==> config.mk <==
export PLATFORM = sky130hd
export DESIGN_NAME = pulse_frame_classifier_top
export DESIGN_NICKNAME = d
export VERILOG_FILES = /design/src/pfc_pkg.sv /design/src/pfc_lane.sv /design/src/pfc_merge.sv /design/src/pulse_frame_classifier_top.sv
export SDC_FILE = /design/constraint.sdc
export NUM_CORES = 1
export LEC_CHECK = 0
export BUFFER_PORTS_ARGS = -buffer_cell sky130_fd_sc_hd__buf_2
export CAP_MARGIN = 10
export CORE_ASPECT_RATIO = 1.25
export CORE_MARGIN = 10
export CORE_UTILIZATION = 58
export CTS_CLUSTER_SIZE = 14
export DETAILED_ROUTE_END_ITERATION = 10
export PLACE_DENSITY = 0.9
export SLEW_MARGIN = 5
export SYNTH_ARGS = -nofsm -noshare
export SYNTH_HDL_FRONTEND = slang
export SYNTH_SLANG_ARGS = --single-unit
==> constraint.sdc <==
create_clock -name clk -period 10.87 [get_ports clk]
set_input_delay 1.6305 -clock clk [delete_from_list [all_inputs] [get_ports clk]]
set_output_delay 1.6305 -clock clk [all_outputs]
set_load 0.02 [all_outputs]
==> src/pfc_pkg.sv <==
// shared constants, types and codes of the pulse frame classifier
package pfc_pkg;

	// frame geometry
	localparam int NUM_SAMPLES  = 10;
	localparam int ADC_BITS     = 12;
	localparam int IDX_W        = $clog2(NUM_SAMPLES);
	localparam int SMP_PER_LANE = 2;
	localparam int NUM_LANES    = NUM_SAMPLES / SMP_PER_LANE;

	// field widths
	localparam int CHAN_W  = 16;
	localparam int AMP_W   = 16;
	localparam int WATCH_W = CHAN_W + 1;
	localparam int NUM_WATCH = 4;
	localparam int CFG_IDX_W = 3;
	localparam int CFG_DATA_W = WATCH_W;

	// stream widths
	localparam int IN_BITS  = CHAN_W + AMP_W + NUM_SAMPLES * ADC_BITS;
	localparam int IN_W     = ((IN_BITS + 7) / 8) * 8;
	localparam int OUT_BITS = 2 * IDX_W + 5 * ADC_BITS + 1;
	localparam int OUT_W    = ((OUT_BITS + 7) / 8) * 8;
	localparam int CLS_W    = 2;

	// baseline divide by three through a reciprocal
	localparam int SUM_W     = ADC_BITS + 2;
	localparam int DIV_SHIFT = SUM_W + 2;
	localparam int RECIP     = (2 ** DIV_SHIFT) / 3;
	localparam int PROD_W    = SUM_W + DIV_SHIFT;

	// classification window
	localparam int PED_LIMIT    = 2;
	localparam int PEAK_LO      = 4;
	localparam int PEAK_HI      = 6;
	localparam int TROUGH_LIMIT = 3;

	// register reset values
	localparam logic [AMP_W-1:0]    AMP_THR_RST = AMP_W'(208);
	localparam logic [ADC_BITS-1:0] DELTA_RST   = ADC_BITS'(3);
	localparam logic [WATCH_W-1:0]  WATCH_RST   = '1;

	// register indexes
	typedef enum logic [CFG_IDX_W-1:0] {
		REG_AMP_THR = 3'd0,
		REG_DELTA   = 3'd1,
		REG_WATCH_0 = 3'd2,
		REG_WATCH_1 = 3'd3,
		REG_WATCH_2 = 3'd4,
		REG_WATCH_3 = 3'd5
	} reg_idx_t;

	// frame classes
	typedef enum logic [CLS_W-1:0] {
		CLS_UNWATCHED = 2'd0,
		CLS_LOW       = 2'd1,
		CLS_COSMIC    = 2'd2,
		CLS_SPIKE     = 2'd3
	} cls_t;

	typedef logic [ADC_BITS-1:0] smp_t;
	typedef logic [IDX_W-1:0]    idx_t;

	// peak and trough found over a group of samples
	typedef struct packed {
		smp_t pk_v;
		idx_t pk_i;
		smp_t tr_v;
		idx_t tr_i;
	} lane_res_t;

endpackage

==> src/pfc_lane.sv <==
// one lane: peak and trough over its share of the samples
module pfc_lane (
	input  logic [pfc_pkg::SMP_PER_LANE-1:0][pfc_pkg::ADC_BITS-1:0] smp,
	input  logic [pfc_pkg::IDX_W-1:0]                               base_idx,
	output pfc_pkg::lane_res_t                                      res
);
	import pfc_pkg::*;

	// running compare, strict so the first index wins a tie
	always_comb begin
		res.pk_v = smp[0];
		res.tr_v = smp[0];
		res.pk_i = base_idx;
		res.tr_i = base_idx;
		for (int k = 1; k < SMP_PER_LANE; k++) begin
			if (smp[k] > res.pk_v) begin
				res.pk_v = smp[k];
				res.pk_i = base_idx + IDX_W'(k);
			end
			if (smp[k] < res.tr_v) begin
				res.tr_v = smp[k];
				res.tr_i = base_idx + IDX_W'(k);
			end
		end
	end

endmodule

==> src/pfc_merge.sv <==
// merging stage: combines the lane results in index order
module pfc_merge (
	input  pfc_pkg::lane_res_t [pfc_pkg::NUM_LANES-1:0] lanes,
	output pfc_pkg::lane_res_t                          merged
);
	import pfc_pkg::*;

	// lower lanes hold lower indexes, so only a strict win replaces
	always_comb begin
		merged = lanes[0];
		for (int l = 1; l < NUM_LANES; l++) begin
			if (lanes[l].pk_v > merged.pk_v) begin
				merged.pk_v = lanes[l].pk_v;
				merged.pk_i = lanes[l].pk_i;
			end
			if (lanes[l].tr_v < merged.tr_v) begin
				merged.tr_v = lanes[l].tr_v;
				merged.tr_i = lanes[l].tr_i;
			end
		end
	end

endmodule

==> src/pulse_frame_classifier_top.sv <==
// top level of the pulse frame classifier: config, lanes, merge, output stage
//
// channel  direction  signals                        content
// s_*      in         s_tvalid s_tready s_tdata      one channel frame per beat
// m_*      out        m_tvalid m_tready m_tdata      one classification per beat
//                     m_tuser
// cfg_*    in         cfg_we cfg_index cfg_data      register writes, no wait
//
// two-stage pipeline: lanes, early sums and a first class in stage 1, merge,
// divide and classification in stage 2; one frame per cycle while the output
// is not stalled. each stage holds its beat while the next one is full, a
// stalled output still lets earlier bubbles fill. arst_n clears the valid
// flags and loads the register defaults.
module pulse_frame_classifier_top (
	input  logic                                clk,
	input  logic                                arst_n,
	input  logic                                s_tvalid,
	output logic                                s_tready,
	input  logic [pfc_pkg::IN_W-1:0]            s_tdata,  // chan_index, hit_amp, smp_0..smp_9
	output logic                                m_tvalid,
	input  logic                                m_tready,
	output logic [pfc_pkg::OUT_W-1:0]           m_tdata,  // peak_index, trough_index,
	                                                      // peak_value, trough_value,
	                                                      // base_level, early_diff_a,
	                                                      // early_diff_b, peak_in_pedestal
	output logic [pfc_pkg::CLS_W-1:0]           m_tuser,  // frame_class
	input  logic                                cfg_we,
	input  logic [pfc_pkg::CFG_IDX_W-1:0]       cfg_index,
	input  logic [pfc_pkg::CFG_DATA_W-1:0]      cfg_data
);
	import pfc_pkg::*;

	// configuration registers
	logic [AMP_W-1:0]    amp_thr_q;
	logic [ADC_BITS-1:0] delta_q;
	logic [NUM_WATCH-1:0][WATCH_W-1:0] watch_q;

	always_ff @(posedge clk or negedge arst_n) begin
		if (!arst_n) begin
			amp_thr_q <= AMP_THR_RST;
			delta_q   <= DELTA_RST;
			for (int w = 0; w < NUM_WATCH; w++) watch_q[w] <= WATCH_RST;
		end else if (cfg_we) begin
			unique case (cfg_index)
				REG_AMP_THR: amp_thr_q  <= cfg_data[AMP_W-1:0];
				REG_DELTA:   delta_q    <= cfg_data[ADC_BITS-1:0];
				REG_WATCH_0: watch_q[0] <= cfg_data;
				REG_WATCH_1: watch_q[1] <= cfg_data;
				REG_WATCH_2: watch_q[2] <= cfg_data;
				REG_WATCH_3: watch_q[3] <= cfg_data;
				default: ;
			endcase
		end
	end

	// unpack the input beat
	logic [CHAN_W-1:0] chan;
	logic [AMP_W-1:0]  amp;
	logic [NUM_SAMPLES-1:0][ADC_BITS-1:0] smp;

	always_comb begin
		chan = s_tdata[0 +: CHAN_W];
		amp  = s_tdata[CHAN_W +: AMP_W];
		for (int i = 0; i < NUM_SAMPLES; i++)
			smp[i] = s_tdata[CHAN_W + AMP_W + i * ADC_BITS +: ADC_BITS];
	end

	// handshake chain
	logic v_s1, v_s2;
	logic rdy_s1, rdy_s2;
	logic acc_in;

	assign rdy_s2   = !v_s2 || m_tready;
	assign rdy_s1   = !v_s1 || rdy_s2;
	assign s_tready = rdy_s1;
	assign acc_in   = s_tvalid && rdy_s1;

	// lanes
	lane_res_t [NUM_LANES-1:0] lane_res;

	for (genvar l = 0; l < NUM_LANES; l++) begin : g_lane
		pfc_lane u_lane (
			.smp      (smp[l * SMP_PER_LANE +: SMP_PER_LANE]),
			.base_idx (IDX_W'(l * SMP_PER_LANE)),
			.res      (lane_res[l])
		);
	end

	// watch list and threshold
	logic watched;
	always_comb begin
		watched = 1'b0;
		for (int w = 0; w < NUM_WATCH; w++)
			if (watch_q[w] == {1'b0, chan}) watched = 1'b1;
	end

	// early differences and baseline sum
	logic [ADC_BITS-1:0] da, db;
	logic [SUM_W-1:0]    sum;
	assign da  = (smp[1] > smp[0]) ? smp[1] - smp[0] : smp[0] - smp[1];
	assign db  = (smp[2] > smp[1]) ? smp[2] - smp[1] : smp[1] - smp[2];
	assign sum = SUM_W'(smp[0]) + SUM_W'(smp[1]) + SUM_W'(smp[2]);

	// stage 1 registers
	lane_res_t [NUM_LANES-1:0] lane_s1;
	logic [SUM_W-1:0]    sum_s1;
	logic [ADC_BITS-1:0] da_s1, db_s1;
	logic                dlt_s1, ana_s1;
	cls_t                cls_s1;

	always_ff @(posedge clk or negedge arst_n) begin
		if (!arst_n) v_s1 <= 1'b0;
		else if (rdy_s1) v_s1 <= s_tvalid;
	end

	always_ff @(posedge clk) begin
		if (acc_in) begin
			lane_s1 <= lane_res;
			sum_s1  <= sum;
			da_s1   <= da;
			db_s1   <= db;
			dlt_s1  <= (da < delta_q) || (db < delta_q);
			ana_s1  <= watched && (amp >= amp_thr_q);
			cls_s1  <= !watched ? CLS_UNWATCHED : (amp < amp_thr_q) ? CLS_LOW : CLS_SPIKE;
		end
	end

	// merge the lanes
	lane_res_t merged;
	pfc_merge u_merge (
		.lanes  (lane_s1),
		.merged (merged)
	);

	// divide by three: reciprocal estimate, at most one low, then correct
	logic [PROD_W-1:0] prod;
	logic [SUM_W-1:0]  q_est, rem, q;
	assign prod  = PROD_W'(sum_s1) * PROD_W'(RECIP);
	assign q_est = prod[DIV_SHIFT +: SUM_W];
	assign rem   = sum_s1 - SUM_W'(q_est * SUM_W'(3));
	assign q     = (rem >= SUM_W'(3)) ? q_est + SUM_W'(1) : q_est;

	// cosmic window
	logic cosmic;
	assign cosmic = dlt_s1 && (merged.pk_i >= IDX_W'(PEAK_LO)) &&
	                (merged.pk_i <= IDX_W'(PEAK_HI)) && (merged.tr_i < IDX_W'(TROUGH_LIMIT));

	// stage 2 registers
	cls_t                cls_s2;
	lane_res_t           res_s2;
	logic [ADC_BITS-1:0] base_s2, da_s2, db_s2;
	logic                ped_s2;

	always_ff @(posedge clk or negedge arst_n) begin
		if (!arst_n) v_s2 <= 1'b0;
		else if (rdy_s2) v_s2 <= v_s1;
	end

	always_ff @(posedge clk) begin
		if (rdy_s2 && v_s1) begin
			if (ana_s1) begin
				cls_s2  <= cosmic ? CLS_COSMIC : CLS_SPIKE;
				res_s2  <= merged;
				base_s2 <= q[ADC_BITS-1:0];
				da_s2   <= da_s1;
				db_s2   <= db_s1;
				ped_s2  <= merged.pk_i < IDX_W'(PED_LIMIT);
			end else begin
				cls_s2  <= cls_s1;
				res_s2  <= '0;
				base_s2 <= '0;
				da_s2   <= '0;
				db_s2   <= '0;
				ped_s2  <= 1'b0;
			end
		end
	end

	// pack the output beat
	assign m_tvalid = v_s2;
	assign m_tuser  = cls_s2;
	assign m_tdata  = OUT_W'({ped_s2, db_s2, da_s2, base_s2, res_s2.tr_v, res_s2.pk_v,
	                          res_s2.tr_i, res_s2.pk_i});

	// a frame that is not analyzed carries only its class
	a_zero_fields: assert property (@(posedge clk) disable iff (!arst_n)
		m_tvalid && (m_tuser == CLS_UNWATCHED || m_tuser == CLS_LOW) |-> m_tdata == '0)
		else $error("unanalyzed frame with nonzero fields");

	// cosmic class only inside the peak and trough window
	a_cosmic_window: assert property (@(posedge clk) disable iff (!arst_n)
		m_tvalid && m_tuser == CLS_COSMIC |->
		res_s2.pk_i >= IDX_W'(PEAK_LO) && res_s2.pk_i <= IDX_W'(PEAK_HI) &&
		res_s2.tr_i < IDX_W'(TROUGH_LIMIT))
		else $error("cosmic class outside window");

	// merged peak never below merged trough
	a_peak_order: assert property (@(posedge clk) disable iff (!arst_n)
		m_tvalid |-> res_s2.pk_v >= res_s2.tr_v)
		else $error("peak below trough");

	// pedestal flag follows the peak index for analyzed frames
	a_pedestal: assert property (@(posedge clk) disable iff (!arst_n)
		m_tvalid && (m_tuser == CLS_COSMIC || m_tuser == CLS_SPIKE) |->
		ped_s2 == (res_s2.pk_i < IDX_W'(PED_LIMIT)))
		else $error("pedestal flag mismatch");

endmodule
**Yosys cells after proc, flatten, opt, wreduce, memory -nomap -nowiden**

Cells that the tools add are included.

- Register bits: 371
- Bits of input ports: 177
- Output and inout bits: 76
- Logic and storage cells: 136

- $add $sub $neg: 8
- Multipliers: 2
- Order comparisons: 28
- Equal/unequal tests: 9
- Mux-type cells: 28
- Reductions and logical operators: 18

Operators with widths:

| cell | count |
|---|---|
| $mux W16 | 18 |
| $lt A12 B12 Y1 | 11 |
| $gt A12 B12 Y1 | 10 |
| $eq A17 B16 Y1 | 4 |
| $sub A12 B12 Y12 | 4 |
| $mux W12 | 3 |
| $mul A14 B15 Y29 const B | 1 |
| $ge A16 B16 Y1 | 1 |
| $lt A16 B16 Y1 | 1 |
| $add A13 B12 Y14 | 1 |
| $ge A14 B2 Y1 const B | 1 |
| $mul A13 B2 Y14 const B | 1 |
| $sub A14 B14 Y14 | 1 |
| $add A12 B12 Y13 | 1 |
| $add A12 B1 Y12 const B | 1 |
| $reduce_and A2 Y1 | 6 |
| $lt A4 B2 Y1 const B | 2 |
| $eq A3 B2 Y1 const B | 2 |
| $eq A3 B3 Y1 const B | 2 |
| $logic_and A1 B1 Y1 | 6 |
| $mux W1 | 5 |
| $ge A4 B3 Y1 const B | 1 |
| $le A4 B3 Y1 const B | 1 |
| $mux W2 | 2 |
| other kinds (4) | 7 |

**Longest topological paths before layout**

Gate-level depths: netlist of the first run.

- Word-level depth: 14
- Gate-level depth with buffers: 42
- Depth with buffers taken out: 38

**By module**

A second synthesis of the first run with hierarchy kept.

- Cells, all modules: 2597
- Area, all modules: 28939.0 um^2

By module, submodules not included:

| module | times used | cells each | area an instance (um^2) | sequential area each (um^2) |
|---|---|---|---|---|
| pulse_frame_classifier_top | 1 | 1635 | 20858.8 | 10741.6 |
| pfc_merge | 1 | 537 | 4057.6 | 0.0 |
| pfc_lane | 5 | 85 | 804.5 | 0.0 |

**Worst setup path after synthesis of the first run**

No wires, ideal clock.

- Kind: register to register
- Start: register sum_s1[8]
- End: register base_s2[10], data pin
- Library setup time: 0.147 ns
- Arrival time: 7.989 ns
- Data required time: 10.723 ns
- Slack: 2.734 ns
- Cell stages (with the launch flop): 33
- Buffers on the path: 1
- Clock period less this slack: 8.136 ns
- Cell sequence: edfxtp_1 ha_1 inv_1 fa_1 inv_1 fa_1 inv_1 fa_1 inv_1 fa_1 ha_1 ha_1 or3_1 a311oi_1 nor4_4 a31o_2 a21oi_2 o21bai_1 xor2_1 inv_1 fa_1 ha_1 o21ai_0 a21boi_0 o21ai_0 a211oi_1 mux2i_1 or2_2 o2111ai_2 nand2_2 buf_6 or3_1 a21oi_1

- Word-level cells in the longest chain between the ends: 5
- Elaborated cells on any way between the ends: 6
- Those cells by class: add/sub (2); mul (2); order compare (1); mux (1)

Ends and longest elaborated chain:

| item | RTL line | source |
|---|---|---|
| from (decl) | pulse_frame_classifier_top.sv:106 | `logic [SUM_W-1:0] sum_s1;` |
| from (signal assigned) | pulse_frame_classifier_top.sv:119 | `sum_s1 <= sum;` |
| $mul A14 B15 Y29 | pulse_frame_classifier_top.sv:138 | `assign prod = PROD_W'(sum_s1) * PROD_W'(RECIP);` |
| $mul A13 B2 Y14 | pulse_frame_classifier_top.sv:140 | `assign rem = sum_s1 - SUM_W'(q_est * SUM_W'(3));` |
| $sub A14 B14 Y14 | pulse_frame_classifier_top.sv:140 |  |
| $ge A14 B2 Y1 | pulse_frame_classifier_top.sv:141 | `assign q = (rem >= SUM_W'(3)) ? q_est + SUM_W'(1) : q_est;` |
| $mux W12 (*) | pulse_frame_classifier_top.sv:141 |  |
| to (signal assigned) | pulse_frame_classifier_top.sv:164 | `base_s2 <= q[ADC_BITS-1:0];` |
| to (decl) | pulse_frame_classifier_top.sv:151 | `logic [ADC_BITS-1:0] base_s2, da_s2, db_s2;` |

Every way passes the cells marked *; elsewhere a longest branch is shown, timed or not.
A chain may end at the register's enable or synchronous reset.

**Worst setup path in the final report of the first run**

- Start: register lane_s1[53] (netlist name)
- End: register cls_s2[0] (netlist: m_tuser[0]), data pin

- Word-level cells in the longest chain between the ends: 14
- Elaborated cells on any way between the ends: 15
- Those cells by class: order compare (6); mux (6); reduce/logical (3)

Ends and longest elaborated chain:

| item | RTL line | source |
|---|---|---|
| from (decl) | pulse_frame_classifier_top.sv:105 | `lane_res_t [NUM_LANES-1:0] lane_s1;` |
| from (signal assigned) | pulse_frame_classifier_top.sv:118 | `lane_s1 <= lane_res;` |
| $gt A12 B12 Y1 | pfc_merge.sv:12 | `if (lanes[l].pk_v > merged.pk_v) begin` |
| $mux W16 (*) | pfc_merge.sv:12 |  |
| $gt A12 B12 Y1 | pfc_merge.sv:12 |  |
| $mux W16 (*) | pfc_merge.sv:12 |  |
| $gt A12 B12 Y1 | pfc_merge.sv:12 |  |
| $mux W16 (*) | pfc_merge.sv:12 |  |
| $gt A12 B12 Y1 | pfc_merge.sv:12 |  |
| $mux W16 (*) | pfc_merge.sv:12 |  |
| $ge A4 B3 Y1 | pulse_frame_classifier_top.sv:145 | `assign cosmic = dlt_s1 && (merged.pk_i >= IDX_W'(PEAK_LO)) &&` |
| $logic_and A1 B1 Y1 | pulse_frame_classifier_top.sv:145 |  |
| $logic_and A1 B1 Y1 (*) | pulse_frame_classifier_top.sv:145 |  |
| $logic_and A1 B1 Y1 (*) | pulse_frame_classifier_top.sv:146 | `(merged.pk_i <= IDX_W'(PEAK_HI)) && (merged.tr_i < IDX_W'(TROUGH_LIMIT));` |
| $mux W1 (*) | pulse_frame_classifier_top.sv:162 | `cls_s2 <= cosmic ? CLS_COSMIC : CLS_SPIKE;` |
| $mux W2 (*) | pulse_frame_classifier_top.sv:161 | `if (ana_s1) begin` |
| to (signal assigned) | pulse_frame_classifier_top.sv:162 |  |
| to (signal assigned) | pulse_frame_classifier_top.sv:169 | `cls_s2 <= cls_s1;` |
| to (decl) | pulse_frame_classifier_top.sv:149 | `cls_t cls_s2;` |

Marks and branches as above.

==> impl_metrics.ini, run 1 <==
[floorplanning]
core_region_area_sq_mm = 0.0440
die_y_um = 255
die_area_sq_mm = 0.0532
fp-row-count = 86
die_w_um = 208
start_util_pct = 58.5
ios = 253

[grt]
first_global_vias = 20700
grtUsageTotal_pct = 26.6
grt_antenna_before_repair = 19
grt.overflow.total = 0
grt_max_degree = 77
grt_pass1_wl_um = 113000

[synthesis]
syn-instance-count = 2464
synth_top_family_by_area = adder cells
synth_compound_area_share_pct = 13.7
synth_area_sq_mm = 0.0257
ys_seq_elements = 341
seq_area_frac_synth_pct = 38.2
synthAdderAreaFrac_pct = 22.2
ys_top_cells_by_area = edfxtp_1 (28%), ha_1 (17%), dfstp_2 (7.5%)
yosysTopAreaCell = edfxtp_1
yosys_most_used_dff = edfxtp_1
synth-simple-area-share_pct = 9.99
async_flop_share_pct = 28.7
synth_xor_area_share_pct = 3.95
yosysWarningCount = 0
avgSynthCellArea_sq_um = 10.4
synthMuxAreaShare_pct = 6.63
synth_edf_count = 243
synth_cell_type_count = 82
synth_top_area_share_pct = 28.4

[sta]
rsz0062_at_grt = false
tightest_slew_ns = 1.19
fin_ws_ns = 1.34
hold_viol_final = 0
fin_tns_setup_ns = 0
slew_violations = 0
slew_headroom_pct = 20.0
fin_crit_ns = 9.53
clock_skew_ns = 0.0161
period_share_pct = 87.7
setup_viol = 0
fmax_mhz = 105

[critical_path]
r2r_end = m_tuser[0]
cpPeakStageDelay_ns = 0.79
cp_max_fo = 28
worstSetupStartpoint = lane_s1[53]
crit_arrival_ns = 9.79
cp-endpoint = m_tuser[0]
timing.rr.start = lane_s1[53]
slowest_stage = a31oi_2
worstPathRequired_ns = 11.12
r2r_cells = 37
crit_type = reg -> reg
ff2ff_setup_slack_ns = 1.34
critPathCaptureType = flop
startpoint_type = flop

[cts]
htree_levels = 2
cts-root-buf = clkbuf_16
hold_buffers = 0
tritoncts = done
cts_num_sinks = 341
clockBufferDepth = 3
clkLatencyLatePin_ns = 0.56
cts_buffers = 37
cts_resized = 0
postCtsSetupBuffers = 0
path_clk_slew_ns = 0.06

[detailed_routing]
vias = 19900
drcViolationCount = 0
first_pass_iters = 5
avgRoutedWirePerCell_um = 22.1
vias_per_cell = 6.02
drtIter0Drc = 1259
finalWirelength_um = 73000
ant_nets = 0

[place]
post-place-cells = 3233
dpl_worst_slack_ns = 1.54
portBuffers = 249
gp_congestion = 0.979
dpl.hpwl_um = 58300

[finish]
drive_gt1_share_pct = 19.6
stdcell_count = 3310
finalNetCount = 3291
utilization_pct = 65.6
syn_to_final_growth_pct = 12.2

[min_path]
min_path_cells = 1
hp-class = reg -> reg

[flow_run]
drv_cap = 0

[run_status]
status = finished, final reports clean
-- cells in the mapped netlist (5+ instances only) --
cell,count
a211oi_1,18
a21boi_0,7
a21o_1,68
a21oi_1,123
a221oi_1,6
a311oi_1,5
a31oi_1,18
and2_1,40
and3_1,7
and4_1,7
clkbuf_1,56
dfrtp_1,25
dfstp_2,73
edfxtp_1,243
fa_1,72
ha_1,341
inv_1,281
mux2_1,18
mux2_2,101
mux2i_1,32
nand2_1,201
nand2b_1,33
nand3_1,16
nand4_1,39
nor2_1,82
nor2b_1,18
nor3_1,26
nor4_1,17
o211ai_1,12
o21a_1,32
o21ai_0,206
o21ai_1,5
o21bai_1,15
o22ai_1,5
o31ai_1,5
or2_2,5
or3_1,10
xnor2_1,36
xor2_1,80
-- critical path, delay by kind of cell (launching register included) --
family	cells	cell delay [ns]
AND/OR/NAND/NOR	13	2.02
buffers and inverters	1	0.30
flip-flops	1	0.39
adder cells (fa/ha/maj)	4	1.20
multiplexers	1	0.44
AO/OA/AOI/OAI	18	4.88
-- final cells by class --
type	count	area (sq um)
diodes	10	25.0
clock buffers	48	1010
clock inverters	18	250
fillers	3298	15100
inverters	282	1060
multi-input cells	1775	14600
flip-flops and latches	341	9840
well taps	572	716
repair buffers	264	1360
-- state kept, by name (all words and copies together) (netlist names) --
register   flops
dlt_s1         1
delta_q       12
lane_s1      130
m_tuser        2
da_s2         12
cls_s1         2
db_s1         12
watch_q       68
da_s1         12
sum_s1        14
ped_s2         1
base_s2       12
m_tdata       32
db_s2         12
m_tvalid       1
amp_thr_q     16
ana_s1         1
v_s1           1
-- layout by cell type, fill, tap and decap left out, types with 72 or more instances in the layout --
cell type  netlist  routed
a21oi_1        123     121
buf_2            1     248
dfstp_2         73      73
edfxtp_1       243     243
fa_1            72      72
ha_1           341     341
inv_1          281     281
mux2_2         101     101
nand2_1        201     201
nor2_1          82      81
o21ai_0        206     206
xor2_1          80      80
-- logic make-up (layout without fill, tap and decap cells) --
| group | after synthesis | after routing |
|---|---|---|
| AO/OA/AOI/OAI | 568 | 568 |
| AND/OR/NAND/NOR | 521 | 521 |
| adder cells (fa/ha/maj) | 413 | 413 |
| buffers and inverters | 350 | 612 |
| flip-flops | 341 | 341 |
| multiplexers | 154 | 154 |
| XOR/XNOR | 116 | 116 |
| other | 1 | 13 |
-- through the flow --
stage | instance area (sq um) | hold WS, ns
2_1_floorplan | 25700 | 0.449
3_3_place_gp | 27600 | 0.464
3_5_place_dp | 27600 | 0.482
4_1_cts | 28800 | 0.496
5_1_grt | 28900 | 0.530
6_report | 28900 | 0.493
-- worst min-delay path by stage --
stage | from | to
floorplan | v_s1 | m_tvalid
global placement | v_s1 | m_tvalid
detailed placement | v_s1 | m_tvalid
CTS | v_s1 | m_tvalid
global route | v_s1 | m_tvalid
finish | v_s1 | m_tvalid
-- routing by layer --
| layer | GRT usage, % | up-vias | part of all wire [%] |
|---|---|---|---|
| met2 | 47.4 | 744 | 51 |
| met3 | 5.96 | 246 | 6.4 |
| met1 | 28.5 | 9653 | 36 |
| met5 | 0 | - | 0.18 |
| li1 | - | 9265 | - |
| met4 | 14.6 | 20 | 5.8 |
Power of run 1 is left out: the tool's default activity adds up to more than one toggle a clock period on the data nets, which glitch-free logic cannot reach.
==> run 2, diff against run 1 <==
--- a/config.mk
+++ b/config.mk
@@ -9,10 +9,10 @@
 export CAP_MARGIN = 10
 export CORE_ASPECT_RATIO = 1.25
 export CORE_MARGIN = 10
-export CORE_UTILIZATION = 58
+export CORE_UTILIZATION = 49
 export CTS_CLUSTER_SIZE = 14
 export DETAILED_ROUTE_END_ITERATION = 10
-export PLACE_DENSITY = 0.9
+export PLACE_DENSITY = 0.8
 export SLEW_MARGIN = 5
 export SYNTH_ARGS = -nofsm -noshare
 export SYNTH_HDL_FRONTEND = slang
==> run 2 against run 1 <==
Compared with the run above: wire length rose by 0.74%; clock skew hardly changed; worst setup slack better by 0.16 ns; critical path depth is 2 lower; register-to-register slack gained 0.16 ns; largest cell class unchanged; first-iteration DRC count increased by 0.79%; clock-buffer cell count is 2 lower; die area rose by 17%; maximum frequency increased by 1.8%; non-clock buffer count stayed put; critical path type unchanged; cell count rose by 2.8%.
==> impl_metrics.ini, run 2 (synthesis results as in run 1) <==
[run_status]
status = finished, final reports clean

[detailed_routing]
drtIter0Drc = 1269
vias = 19400
vias_per_cell = 5.71
finalWirelength_um = 73600
drcViolationCount = 0
ant_nets = 0
first_pass_iters = 6
avgRoutedWirePerCell_um = 21.6

[floorplanning]
start_util_pct = 49.7
fp-row-count = 93
die_w_um = 225
die_y_um = 276
ios = 253
die_area_sq_mm = 0.0621
core_region_area_sq_mm = 0.0518

[critical_path]
cpPeakStageDelay_ns = 0.72
crit_type = reg -> reg
startpoint_type = flop
crit_arrival_ns = 9.64
cp_max_fo = 28
cp_top_family = compound AO/OA/AOI/OAI gates
crit_top_cell = a21o_1
critPathCaptureType = flop
cp.buffers_inverters = 1
worstPathRequired_ns = 11.14
slowest_stage = a31oi_2

[sta]
fmax_mhz = 107
tightest_slew_ns = 1.13
slew_violations = 0
clock_skew_ns = 0.0156
slew_headroom_pct = 24.1
fin_ws_ns = 1.50
period_share_pct = 86.2
setup_viol = 0
fin_crit_ns = 9.37
fin_tns_setup_ns = 0
rsz0062_at_grt = false
hold_viol_final = 0

[grt]
grtUsageTotal_pct = 23.4
first_global_vias = 20400
grtUsageMet2_pct = 42.3
met1_usage_pct = 25.3
use_met3_pct = 5.70
grt_antenna_before_repair = 25
grt_max_degree = 74
grt.overflow.total = 0
grt_pass1_wl_um = 114000
grt-busiest-layer = met2

[cts]
htree_levels = 2
cts_resized = 0
cts_num_sinks = 341
path_clk_slew_ns = 0.06
clockBufferDepth = 3
cts-root-buf = clkbuf_16
tritoncts = done
clkLatencyLatePin_ns = 0.57
postCtsSetupBuffers = 0
hold_buffers = 0
cts_buffers = 39

[finish]
largest-register = lane_s1
fillers = 4357
finalNetCount = 3293
drive_gt1_share_pct = 19.6
largest_register_ffs = 130
most-common-layout-cells = ha_1 (341), inv_1 (281), buf_2 (248)
layout_commonest_cell = ha_1
syn_to_final_growth_pct = 12.5

[place]
portBuffers = 249
dpl.hpwl_um = 59200
dpl_worst_slack_ns = 1.58
gp_congestion = 0.974

[min_path]
hp-class = reg -> reg

[flow_run]
drv_cap = 0
==> run 2: final timing paths <==
path                             startpoint          end  slack [ns]  cells past startpoint
max in group asynchronous            arst_n   delta_q[9]        8.71                      2
worst max register to register  lane_s1[62]   m_tuser[0]        1.50                     35
min in group asynchronous            arst_n  watch_q[55]        1.28                      1
worst max-delay path            lane_s1[62]   m_tuser[0]        1.50                     35
worst min register to register         v_s1     m_tvalid        0.50                      1
worst min-delay path                   v_s1     m_tvalid        0.50                      1
==> run 2: final cells by class <==
| type | count | area, sq um | share of cell area (%) |
|---|---|---|---|
| clock inverters | 23 | 204 | 0.705 |
| clock buffers | 46 | 1000 | 3.46 |
| diodes | 8 | 20.0 | 0.0692 |
| inverters | 282 | 1060 | 3.66 |
| repair buffers | 264 | 1360 | 4.70 |
| flip-flops and latches | 341 | 9840 | 34.0 |
| multi-input cells | 1775 | 14600 | 50.5 |
| well taps | 665 | 832 | 2.88 |
==> run 2: through the flow <==
stage	instance area (sq um)	hold slack [ns]	utilization [%]	cells
after CTS	28900	0.503	55.8	3396
after global routing	28900	0.520	55.9	3401
after floorplan	25700	0.449	-	2466
after detailed placement	27700	0.480	53.5	3327
final	28900	0.502	55.9	3404
after global placement	27700	0.474	53.5	3327
==> run 2: per-layer routing <==
metal	part of all wire (%)	wire length [um]
met5	0.28	208
met4	4.5	3300
met3	6.3	4620
met2	52	38100
met1	37	27300
Power of run 2 is left out for the same reason.
==> run 3, diff against run 2 <==
--- a/config.mk
+++ b/config.mk
@@ -16,4 +16,5 @@
 export SLEW_MARGIN = 5
 export SYNTH_ARGS = -nofsm -noshare
 export SYNTH_HDL_FRONTEND = slang
+export SYNTH_HIERARCHICAL = 1
 export SYNTH_SLANG_ARGS = --single-unit
==> constraint.sdc (replaced) <==
create_clock -name clk -period 9.5 [get_ports clk]
set_input_delay 1.425 -clock clk [delete_from_list [all_inputs] [get_ports clk]]
set_output_delay 1.425 -clock clk [all_outputs]
set_load 0.02 [all_outputs]
==> run 3 against run 2 <==
Compared with the run above: maximum frequency grew 3.4%; sequential cell count grew 30; clock-buffer cell count grew 5; worst setup slack lost 1.1 ns; die area grew 11%; first-iteration DRC count grew 1.2%; critical path depth grew 2; wire length grew 5.8%.
==> impl_metrics.ini, run 3 <==
[run_status]
status = finished, final reports clean

[synthesis]
synth_area_sq_mm = 0.0289
yosysWarningCount = 6
ys_top_cells_by_area = edfxtp_1 (28%), ha_1 (15%), mux2_2 (7.3%)
async_flop_share_pct = 26.4
synth_cell_type_count = 102
yosys_most_used_dff = edfxtp_1
synth_top_area_share_pct = 28.3
syn-instance-count = 2597
avgSynthCellArea_sq_um = 11.1
ys_seq_elements = 371
synthTopCellsByCount = ha_1 (357), inv_1 (334), edfxtp_1 (273), mux2_2 (187), a21oi_1 (138)
seq_area_frac_synth_pct = 37.1
synth_edf_count = 273
yosysTopAreaCell = edfxtp_1
yosysMostFrequentCell = ha_1

[place]
post-place-cells = 3629
dpl.hpwl_um = 61800
gp_congestion = 0.940
portBuffers = 249

[detailed_routing]
first_pass_iters = 5
drcViolationCount = 0
drtIter0Drc = 1284
avgRoutedWirePerCell_um = 20.8
ant_nets = 0
vias = 21100
vias_per_cell = 5.63
finalWirelength_um = 77800

[floorplanning]
die_w_um = 237
die_area_sq_mm = 0.0692
fp-row-count = 99
die_y_um = 292
ios = 253
start_util_pct = 49.5
core_region_area_sq_mm = 0.0585

[cts]
path_clk_slew_ns = 0.06
cts_buffers = 40
tritoncts = done
cts-root-buf = clkbuf_16
clockBufferDepth = 3
clkLatencyLatePin_ns = 0.58
hold_buffers = 0
htree_levels = 2
cts_num_sinks = 371

[grt]
grt_max_degree = 78
grt_pass1_wl_um = 120000
grt.overflow.total = 0
grt_antenna_before_repair = 39
first_global_vias = 21800
grtUsageTotal_pct = 21.9

[critical_path]
timing.rr.start = lane_s1[53]
cpPeakStageDelay_ns = 0.57
ff2ff_setup_slack_ns = 0.44
worstSetupStartpoint = lane_s1[53]
startpoint_type = flop
crit_arrival_ns = 9.36
worstPathRequired_ns = 9.79
crit_type = reg -> reg
r2r_cells = 37
slowest_stage = or4_1
critPathCaptureType = flop
cp_max_fo = 32
r2r_end = m_tuser[0]
cp-endpoint = m_tuser[0]

[sta]
tightest_slew_ns = 1.10
clock_skew_ns = 0.0241
fmax_mhz = 110
slew_violations = 0
fin_crit_ns = 9.06
fin_tns_setup_ns = 0
slew_headroom_pct = 26.5
period_share_pct = 95.4
setup_viol = 0
hold_viol_final = 0

[finish]
syn_to_final_growth_pct = 13.2
finalNetCount = 3527
largest-register = lane_s1
drive_gt1_share_pct = 24.3
layout_commonest_cell = ha_1
most-common-layout-cells = ha_1 (356), inv_1 (334), edfxtp_1 (273)
stdcell_count = 3741
largest_register_ffs = 160

[min_path]
hold_path_startpoint = v_s1
hp-class = reg -> reg

[flow_run]
drv_cap = 0
## run 3: changes by cell type in the layout (fill, tap and decap cells not counted), sizes merged, moves of 24 or more
cell and change:
a21o -24, and2 +24, conb +65, edfxtp +30
inv +58, mux2 +112, mux2i +40, nand2 -103
nand3 +24, o21ai -119
## run 3: per-layer routing
metal | wire length (um) | global-route usage [%] | part of all wire [%]
met3 | 4920 | 4.51 | 6.3
met5 | 131 | 0 | 0.17
met4 | 4560 | 12.2 | 5.9
met1 | 29500 | 24.2 | 38
met2 | 38700 | 38.7 | 50
## run 3: worst min path at each step
stage	end	slack [ns]	cells after the start
after floorplan	m_tvalid	0.45	1
after global placement	m_tvalid	0.47	1
after detailed placement	m_tvalid	0.48	1
after CTS	m_tvalid	0.49	1
after global routing	amp_thr_q[0]	0.52	1
final	m_tvalid	0.48	1
## run 3: final cells by class
cell class                      count  area [sq um]
Antenna cell                       28          70.1
Clock buffer                       51          1090
Clock inverter                     22           233
Fill cell                        4894         25700
Inverter                          334          1250
Multi-Input combinational cell   1897         16900
Sequential cell                   371         10700
Tap cell                          757           947
Timing Repair Buffer              281          1500
## run 3: what timing repair did
action | in CTS | in global routing
resized for setup | 0 | 15
setup endpoints to repair | 0 | 45
setup buffers | 0 | 11
## run 3: cells by family (layout without fill, tap and decap cells)
group           after synthesis  in the layout  share of synthesized area (%)
other cells                   2             96                         0.0260
fa+ha+maj                   427            427                           20.2
compound gates              466            466                           11.3
flops                       371            371                           37.1
xor+xnor                    142            142                           4.30
mux                         306            306                           12.2
buf+inv                     395            688                           5.67
simple gates                488            488                           9.09
## run 3: worst max-delay path: cells and delay by family (launching register included)
family / cells / cell delay (ns)
AOI/OAI and AO/OA: 18 / 3.95
and+or+nand+nor: 10 / 2.03
adders and majority gates: 6 / 1.85
muxes: 2 / 0.50
DFF: 1 / 0.39
buffers and inverters: 1 / 0.08
## run 3: metrics by stage
step,instance area [sq um],setup WS (ns),hold WS (ns),util (%)
after floorplan,29200,0.888,0.449,-
after global placement,31200,0.403,0.469,53.4
after detailed placement,31200,0.217,0.476,53.4
after CTS,32500,0.189,0.490,55.7
after global routing,32700,-0.0114,0.524,56.0
final,32800,0.436,0.483,56.0
Power of run 3 is left out for the same reason.
